==> src/csfw_pkg.sv <==
// ----------------------------------------------------------------------------
// csfw_pkg
// Shared types and codes for the counting semaphore with a FIFO of waiters.
// ----------------------------------------------------------------------------
package csfw_pkg;

  localparam int CMD_W   = 2;
  localparam int ID_W    = 8;
  localparam int KIND_W  = 3;
  localparam int COUNT_W = 16;
  localparam int INIT_W  = 15;

  // command codes
  localparam logic [CMD_W-1:0] CMD_WAIT   = 2'd0;
  localparam logic [CMD_W-1:0] CMD_SIGNAL = 2'd1;
  localparam logic [CMD_W-1:0] CMD_CLOSE  = 2'd2;
  localparam logic [CMD_W-1:0] CMD_READ   = 2'd3;

  // result kinds
  localparam logic [KIND_W-1:0] KIND_PROCEED   = 3'd0;
  localparam logic [KIND_W-1:0] KIND_BLOCKED   = 3'd1;
  localparam logic [KIND_W-1:0] KIND_REL_SIG   = 3'd2;
  localparam logic [KIND_W-1:0] KIND_REL_CLOSE = 3'd3;
  localparam logic [KIND_W-1:0] KIND_SIG_DONE  = 3'd4;
  localparam logic [KIND_W-1:0] KIND_ERROR     = 3'd5;
  localparam logic [KIND_W-1:0] KIND_REPORT    = 3'd6;

  localparam logic signed [COUNT_W-1:0] COUNT_MAX = 16'sh7FFF;

  typedef struct packed {
    logic [CMD_W-1:0] cmd;
    logic [ID_W-1:0]  thread_id;
  } in_item_t;

  typedef struct packed {
    logic [KIND_W-1:0]         kind;
    logic [ID_W-1:0]           woken_id;
    logic signed [COUNT_W-1:0] count_value;
    logic                      last;
  } out_item_t;

  // queue control from the sequencer
  typedef struct packed {
    logic            push;
    logic            pop;
    logic [ID_W-1:0] push_id;
  } queue_ctl_t;

  // queue status back to the sequencer
  typedef struct packed {
    logic            empty;
    logic            full;
    logic [ID_W-1:0] pop_id;
  } queue_stat_t;

endpackage

==> src/csfw_wait_queue.sv <==
// ----------------------------------------------------------------------------
// csfw_wait_queue
// Circular FIFO of waiting thread ids held in a synchronous memory. A pop
// returns the oldest id on pop_id in the cycle after the pop.
// ----------------------------------------------------------------------------
module csfw_wait_queue
  import csfw_pkg::*;
#(
  parameter int QUEUE_DEPTH = 16
) (
  input  logic        clk,
  input  logic        rst,
  input  queue_ctl_t  ctl,
  output queue_stat_t stat
);

  localparam int HEAD_W = (QUEUE_DEPTH > 1) ? $clog2(QUEUE_DEPTH) : 1;
  localparam int FILL_W = $clog2(QUEUE_DEPTH + 1);
  localparam int SUM_W  = HEAD_W + 1;

  logic [ID_W-1:0]   mem [QUEUE_DEPTH];
  logic [ID_W-1:0]   rd_data;
  logic [HEAD_W-1:0] head;
  logic [HEAD_W-1:0] head_next;
  logic [FILL_W-1:0] fill;
  logic [FILL_W-1:0] fill_next;
  logic [SUM_W-1:0]  tail_sum;
  logic [HEAD_W-1:0] tail;

  // tail = (head + fill) mod depth; the sum stays below twice the depth
  always_comb begin
    tail_sum = {1'b0, head} + SUM_W'(fill);
    if (tail_sum >= SUM_W'(QUEUE_DEPTH)) begin
      tail = HEAD_W'(tail_sum - SUM_W'(QUEUE_DEPTH));
    end else begin
      tail = HEAD_W'(tail_sum);
    end
  end

  always_comb begin
    head_next = head;
    fill_next = fill;
    if (ctl.pop) begin
      head_next = (head == HEAD_W'(QUEUE_DEPTH - 1)) ? '0 : head + 1'b1;
      fill_next = fill - 1'b1;
    end else if (ctl.push) begin
      fill_next = fill + 1'b1;
    end
  end

  always_ff @(posedge clk) begin
    if (rst) begin
      head <= '0;
      fill <= '0;
    end else begin
      head <= head_next;
      fill <= fill_next;
    end
  end

  always_ff @(posedge clk) begin
    if (ctl.push) begin
      mem[tail] <= ctl.push_id;
    end
  end

  always_ff @(posedge clk) begin
    if (ctl.pop) begin
      rd_data <= mem[head];
    end
  end

  assign stat.empty  = (fill == '0);
  assign stat.full   = (fill == FILL_W'(QUEUE_DEPTH));
  assign stat.pop_id = rd_data;

endmodule

==> src/counting_semaphore_fifo_waiters.sv <==
// ----------------------------------------------------------------------------
// counting_semaphore_fifo_waiters
// Counting semaphore with a FIFO of waiting thread ids.
//
//   channel   signals                      direction  transaction when
//   command   start, busy, item            in         start && !busy
//   result    done, result                 out        done (one cycle)
//   config    cfg_we, cfg_data             in         cfg_we
//
// Wait, read, a close with no waiters and a signal that releases nobody:
// busy stays low, the result appears in the cycle after the command and the
// next command may follow at once. A signal that releases a waiter reads the
// queue memory: busy in ST_POP, result once the read returns. A close
// with waiters drains one memory read per cycle: busy while it drains,
// one result per cycle. Synchronous reset clears count, queue pointers and
// initial_count to zero. Results cannot be stalled.
// ----------------------------------------------------------------------------
module counting_semaphore_fifo_waiters
  import csfw_pkg::*;
#(
  parameter int QUEUE_DEPTH = 16
) (
  input  logic              clk,
  input  logic              rst,
  input  logic              start,
  output logic              busy,
  input  in_item_t          item,
  input  logic              cfg_we,
  input  logic [INIT_W-1:0] cfg_data,
  output logic              done,
  output out_item_t         result
);

  typedef enum logic [2:0] {
    ST_IDLE  = 3'b001,
    ST_POP   = 3'b010,
    ST_DRAIN = 3'b100
  } state_t;

  state_t                    state;
  state_t                    state_next;
  logic [INIT_W-1:0]         initial_count;
  logic signed [COUNT_W-1:0] count;
  logic signed [COUNT_W-1:0] count_next;
  logic signed [COUNT_W-1:0] count_up;
  logic                      done_next;
  out_item_t                 result_next;
  queue_ctl_t                qctl;
  queue_stat_t               qstat;
  logic                      accept;

  csfw_wait_queue #(
    .QUEUE_DEPTH(QUEUE_DEPTH)
  ) u_queue (
    .clk  (clk),
    .rst  (rst),
    .ctl  (qctl),
    .stat (qstat)
  );

  assign busy   = (state != ST_IDLE);
  assign accept = start && !busy;
  assign count_up = count + 16'sd1;

  always_comb begin
    state_next  = state;
    count_next  = count;
    done_next   = 1'b0;
    result_next = '{kind: KIND_REPORT, woken_id: '0, count_value: count, last: 1'b1};
    qctl        = '{push: 1'b0, pop: 1'b0, push_id: item.thread_id};

    case (state)
      ST_IDLE: begin
        if (accept) begin
          done_next = 1'b1;
          case (item.cmd)
            CMD_WAIT: begin
              if (count <= 16'sd0) begin
                if (qstat.full) begin
                  result_next.kind = KIND_ERROR;
                end else begin
                  count_next       = count - 16'sd1;
                  qctl.push        = 1'b1;
                  result_next.kind = KIND_BLOCKED;
                end
              end else begin
                count_next       = count - 16'sd1;
                result_next.kind = KIND_PROCEED;
              end
            end
            CMD_SIGNAL: begin
              if (count == COUNT_MAX) begin
                result_next.kind = KIND_ERROR;
              end else begin
                count_next = count_up;
                if (count_up <= 16'sd0) begin
                  if (qstat.empty) begin
                    // keep the raised count and report the missing waiter
                    result_next.kind = KIND_ERROR;
                  end else begin
                    // result follows once the memory read returns
                    qctl.pop   = 1'b1;
                    done_next  = 1'b0;
                    state_next = ST_POP;
                  end
                end else begin
                  result_next.kind = KIND_SIG_DONE;
                end
              end
            end
            CMD_CLOSE: begin
              count_next = {1'b0, initial_count};
              if (qstat.empty) begin
                result_next.kind = KIND_REPORT;
              end else begin
                qctl.pop   = 1'b1;
                done_next  = 1'b0;
                state_next = ST_DRAIN;
              end
            end
            default: begin
              result_next.kind = KIND_REPORT;
            end
          endcase
          result_next.count_value = count_next;
        end
      end
      ST_POP: begin
        done_next   = 1'b1;
        result_next = '{kind: KIND_REL_SIG, woken_id: qstat.pop_id,
                        count_value: count, last: 1'b1};
        state_next  = ST_IDLE;
      end
      ST_DRAIN: begin
        done_next   = 1'b1;
        result_next = '{kind: KIND_REL_CLOSE, woken_id: qstat.pop_id,
                        count_value: count, last: qstat.empty};
        // issue the next read while this one is reported
        if (qstat.empty) begin
          state_next = ST_IDLE;
        end else begin
          qctl.pop = 1'b1;
        end
      end
      default: begin
        state_next = ST_IDLE;
      end
    endcase
  end

  always_ff @(posedge clk) begin
    if (rst) begin
      state         <= ST_IDLE;
      count         <= '0;
      initial_count <= '0;
      done          <= 1'b0;
    end else begin
      state <= state_next;
      count <= count_next;
      done  <= done_next;
      if (cfg_we) begin
        initial_count <= cfg_data;
      end
    end
  end

  always_ff @(posedge clk) begin
    if (done_next) begin
      result <= result_next;
    end
  end

endmodule

==> config.mk <==
export PLATFORM = sky130hd
export DESIGN_NAME = counting_semaphore_fifo_waiters
export DESIGN_NICKNAME = d
export VERILOG_FILES = /design/src/csfw_pkg.sv /design/src/csfw_wait_queue.sv /design/src/counting_semaphore_fifo_waiters.sv
export SDC_FILE = /design/constraint.sdc
export NUM_CORES = 1
export LEC_CHECK = 0
export ABC_AREA = 1
export BUFFER_PORTS_ARGS = -buffer_cell sky130_fd_sc_hd__buf_2
export CAP_MARGIN = 20
export CORE_MARGIN = 4
export CORE_UTILIZATION = 63
export CTS_BUF_LIST = sky130_fd_sc_hd__clkbuf_8
export DETAILED_ROUTE_END_ITERATION = 7
export PLACE_DENSITY = 0.82
export SYNTH_ARGS = -nofsm -noshare
export SYNTH_HDL_FRONTEND = slang
export SYNTH_SLANG_ARGS = --single-unit
==> constraint.sdc <==
create_clock -name clk -period 3.5 [get_ports clk]
set_clock_uncertainty 0.15 [all_clocks]
set_input_delay 0.525 -clock clk [delete_from_list [all_inputs] [get_ports clk]]
set_output_delay 0.525 -clock clk [all_outputs]
set_load 0.02 [all_outputs]
==> out/results.tsv <==
metric	value	unit
Avg WL per Cell	19.3	µm
Yosys warnings	0	
antenna violations before repair	1	
final hold vios	0	
Crit. End Element	flip-flop	
worst min-delay path startpoint	cfg_data[12]	
CP bufs+invs	2	
Max-Cap Viols	0	
Worst-path clk slew	0.06	ns
final max-slew violation count	0	
1st-pass router iterations	5	
pre-CTS setup slack	0.160	ns
Top cell by count, worst path	nand3_2	
antenna viol nets, final	0	
vias per cell	6.06	
Vias	7649	
chip height	132	µm
TritonCTS clock tree	yes	
ys async rst share	0	%
simple logic cell fraction of the synthesized area	19.5	%
num ports	59	
Die W	132	µm
first-pass GRT wire length	37.2	mm
Power Density	593	nW/µm²
Congestion Overflow GR	0	
Primary FF master, synth	edfxtp_1	
CP Launch Point	count[8]	
fraction of layout cells with a size suffix above 1	17.1	%
PortBufs	58	
CP required	3.80	ns
vias in the first global route	6866	
status	completed	
Clk Tree Root Cell	clkbuf_8	
worst-path cell with the longest stage delay	dfxtp_1	
post-synthesis compound-gate area fraction	10.4	%
Initial DRC Count	861	
met2 Track Usage GR	40.3	%
EDFF count, synth	164	
mux cell area share after synthesis	1.35	%
Die ar.	17400	µm²
worst setup margin	0.139	ns
Mapped Area	9650	µm²
gp weighted congestion	0.999	
leak pwr	4.31	nW
setup TNS	0	ns
synthesized flop and latch total	208	
All-Layer GR Usage	27.4	%
CTS max path bufs	3	
area of the core	14800	µm²
Worst EP arrival	3.66	ns
largest family of logic cells by synthesized area	simple AND/OR/NAND/NOR gates	
Hold Path Class	input pin to flip-flop	
Final period util	96.0	%
Top delay family on crit path	simple AND/OR/NAND/NOR gates	
Top Usage Layer GRT	met1	
Starting Density	65.4	%
met1 usage	41.1	%
Max stage delay on crit path	0.50	ns
Post-CTS Hold Buffers	0	
Post-Synthesis Cells	966	
Post-CTS Setup Inserts	0	
Post-Synth Adder-Cell Area	2.23	%
Slew headroom	44.3	%
largest net degree at the start of global routing	68	
met3 Usage GRT	6.03	%
clk_lat worst skew	0.52	ns
maximum vdd ir drop	0.000501	V
FP Rows	44	
Synth cell types	46	
Clock Sinks	208	
area grow syn2layout	14.0	%
hold_ws	0.0829	ns
Fmax	298	MHz
Final setup viols	0	
Crit Path Class	flip-flop to flip-flop	
aggregate routed wire length	24.4	mm
HPWL Detailed	16.8	mm
Synth Area in XOR/XNOR	1.18	%
antenna diode count	0	
clock period minus worst slack	3.36	ns
htree depth	2	
Post-Syn Area per Cell	9.99	µm²
CP Cell Sequence	nand2_1, nor2_2, inv_1, o21bai_2, nand3_1, nor2_2, nand3_2, nand2_2, nand3_2, nand2_2, nand2_4, nand2_8, inv_2, fa_1, nor2_1, a211oi_2, nor2_1, nand3_2, nand3_2, nand2_1, nor2_1	
# nets final	1099	
total CTS buffers	34	
sequential area share after synthesis	60.2	%
worst r2r src	count[8]	
Slew @ Worst Pin	0.830	ns
Synth Net Count	1011	
CP Launch Type	flip-flop	
# DRC	0	
Critical Path Fanout Max	7	
-- routing by layer --
layer	part of all wire (%)	routed length, µm	vias up
met5	0.053	13	-
met4	2.4	595	2
met3	11	2720	58
met2	44	10600	420
met1	43	10400	3609
li1	-	-	3560
-- placed cells by master, fill, tap and decap left out, types with 2 or more instances in the layout --
cell type / n
nand4_1: 13
inv_2: 3
o22ai_1: 2
buf_2: 58
nor2_4: 3
clkinvlp_4: 2
bufinv_16: 2
dfxtp_1: 39
fa_1: 2
nand2_1: 126
o21ai_0: 67
mux2i_1: 13
clkinv_2: 5
inv_1: 84
dfxtp_2: 5
nor4_1: 2
buf_4: 37
clkinv_1: 7
nand2_2: 9
o221ai_1: 14
and2_1: 6
nor2_1: 178
ha_1: 14
xnor2_1: 2
a21oi_1: 29
nand3_1: 65
o211ai_1: 8
nor3_1: 10
a211oi_1: 4
clkbuf_8: 39
edfxtp_1: 164
a221oi_1: 3
nand3_2: 6
nand2_4: 2
nor2_2: 7
a22oi_1: 7
o32ai_1: 19
xor2_1: 11
-- report_power, final --
group	leakage, nW	internal, mW	total [mW]	switching (mW)
logic	2.07	0.436	1.42	0.985
clock network	0.386	1.17	2.11	0.939
registers	1.85	2.88	3.00	0.117
total	4.31	4.49	6.53	2.04
-- worst reg2reg max path: stages (launching register included) --
cell and delay [ns]:
dfxtp_1 0.50, nand2_1 0.15, nor2_2 0.18, inv_1 0.09, o21bai_2 0.16, nand3_1 0.10, nor2_2 0.10, nand3_2 0.10
nand2_2 0.09, nand3_2 0.08, nand2_2 0.09, nand2_4 0.08, nand2_8 0.09, inv_2 0.07, fa_1 0.45, nor2_1 0.19
a211oi_2 0.08, nor2_1 0.15, nand3_2 0.12, nand3_2 0.10, nand2_1 0.05, nor2_1 0.12
-- synth_stat cells, drive strengths merged, types with 13 or more instances --
| cell | instances | share of area, % |
|---|---|---|
| ha | 14 | 1.8 |
| a21oi | 30 | 1.6 |
| nand4 | 13 | 0.84 |
| nand3 | 71 | 3.9 |
| o21ai | 68 | 3.5 |
| mux2i | 13 | 1.3 |
| clkbuf | 34 | 1.4 |
| o221ai | 14 | 1.3 |
| dfxtp | 44 | 9.1 |
| inv | 78 | 3.0 |
| nor2 | 188 | 7.6 |
| edfxtp | 164 | 51 |
| o32ai | 19 | 1.7 |
| nand2 | 138 | 5.9 |
-- path summary, 6_finish.rpt --
kind	slack, ns	depth (start not counted)	end
setup / recovery	0.14	21	u_queue.fill[4]
hold / removal	0.08	3	initial_count[12]
setup reg to reg	0.14	21	u_queue.fill[4]
hold reg to reg	0.36	2	initial_count[11]
-- state kept, by name, indices dropped and copies added, names as in the netlist --
register	cells
u_queue.mem	128
done	1
result	28
u_queue.head	4
initial_count	15
state	3
u_queue.rd_data	8
count	16
u_queue.fill	5
-- cell families after synthesis --
kind of cell | Yosys count
compound gates | 160
xor+xnor | 13
fa+ha+maj | 16
buf+inv | 126
flops | 208
mux | 13
simple gates | 430
-- per-stage QoR --
| step | util (%) | instance area (µm²) | cells | total power, mW |
|---|---|---|---|---|
| global placement | 69.7 | 10300 | 1202 | 4.41 |
| global route | 74.6 | 11000 | 1263 | 6.83 |
| floorplan | - | 9650 | 966 | 3.97 |
| CTS | 74.4 | 11000 | 1263 | 6.53 |
| finish | 74.6 | 11000 | 1263 | 6.53 |
| detailed placement | 69.7 | 10300 | 1202 | 4.43 |
-- what timing repair did --
| action | in CTS | in global routing |
|---|---|---|
| gates resized for setup | 0 | 10 |
| setup endpoints to repair | 0 | 1 |
| hold endpoints to repair | 0 | 0 |
-- layout make-up --
class                      instances  area, µm²
sequential                       208       5810
fill                            1078       3750
multi-input combinational        632       3370
timing repair buffer              96        588
clock buffer                      39        537
inverter                          82        308
tap                              184        230
clock inverter                    22        154
Power figures use the tool's default switching activity.
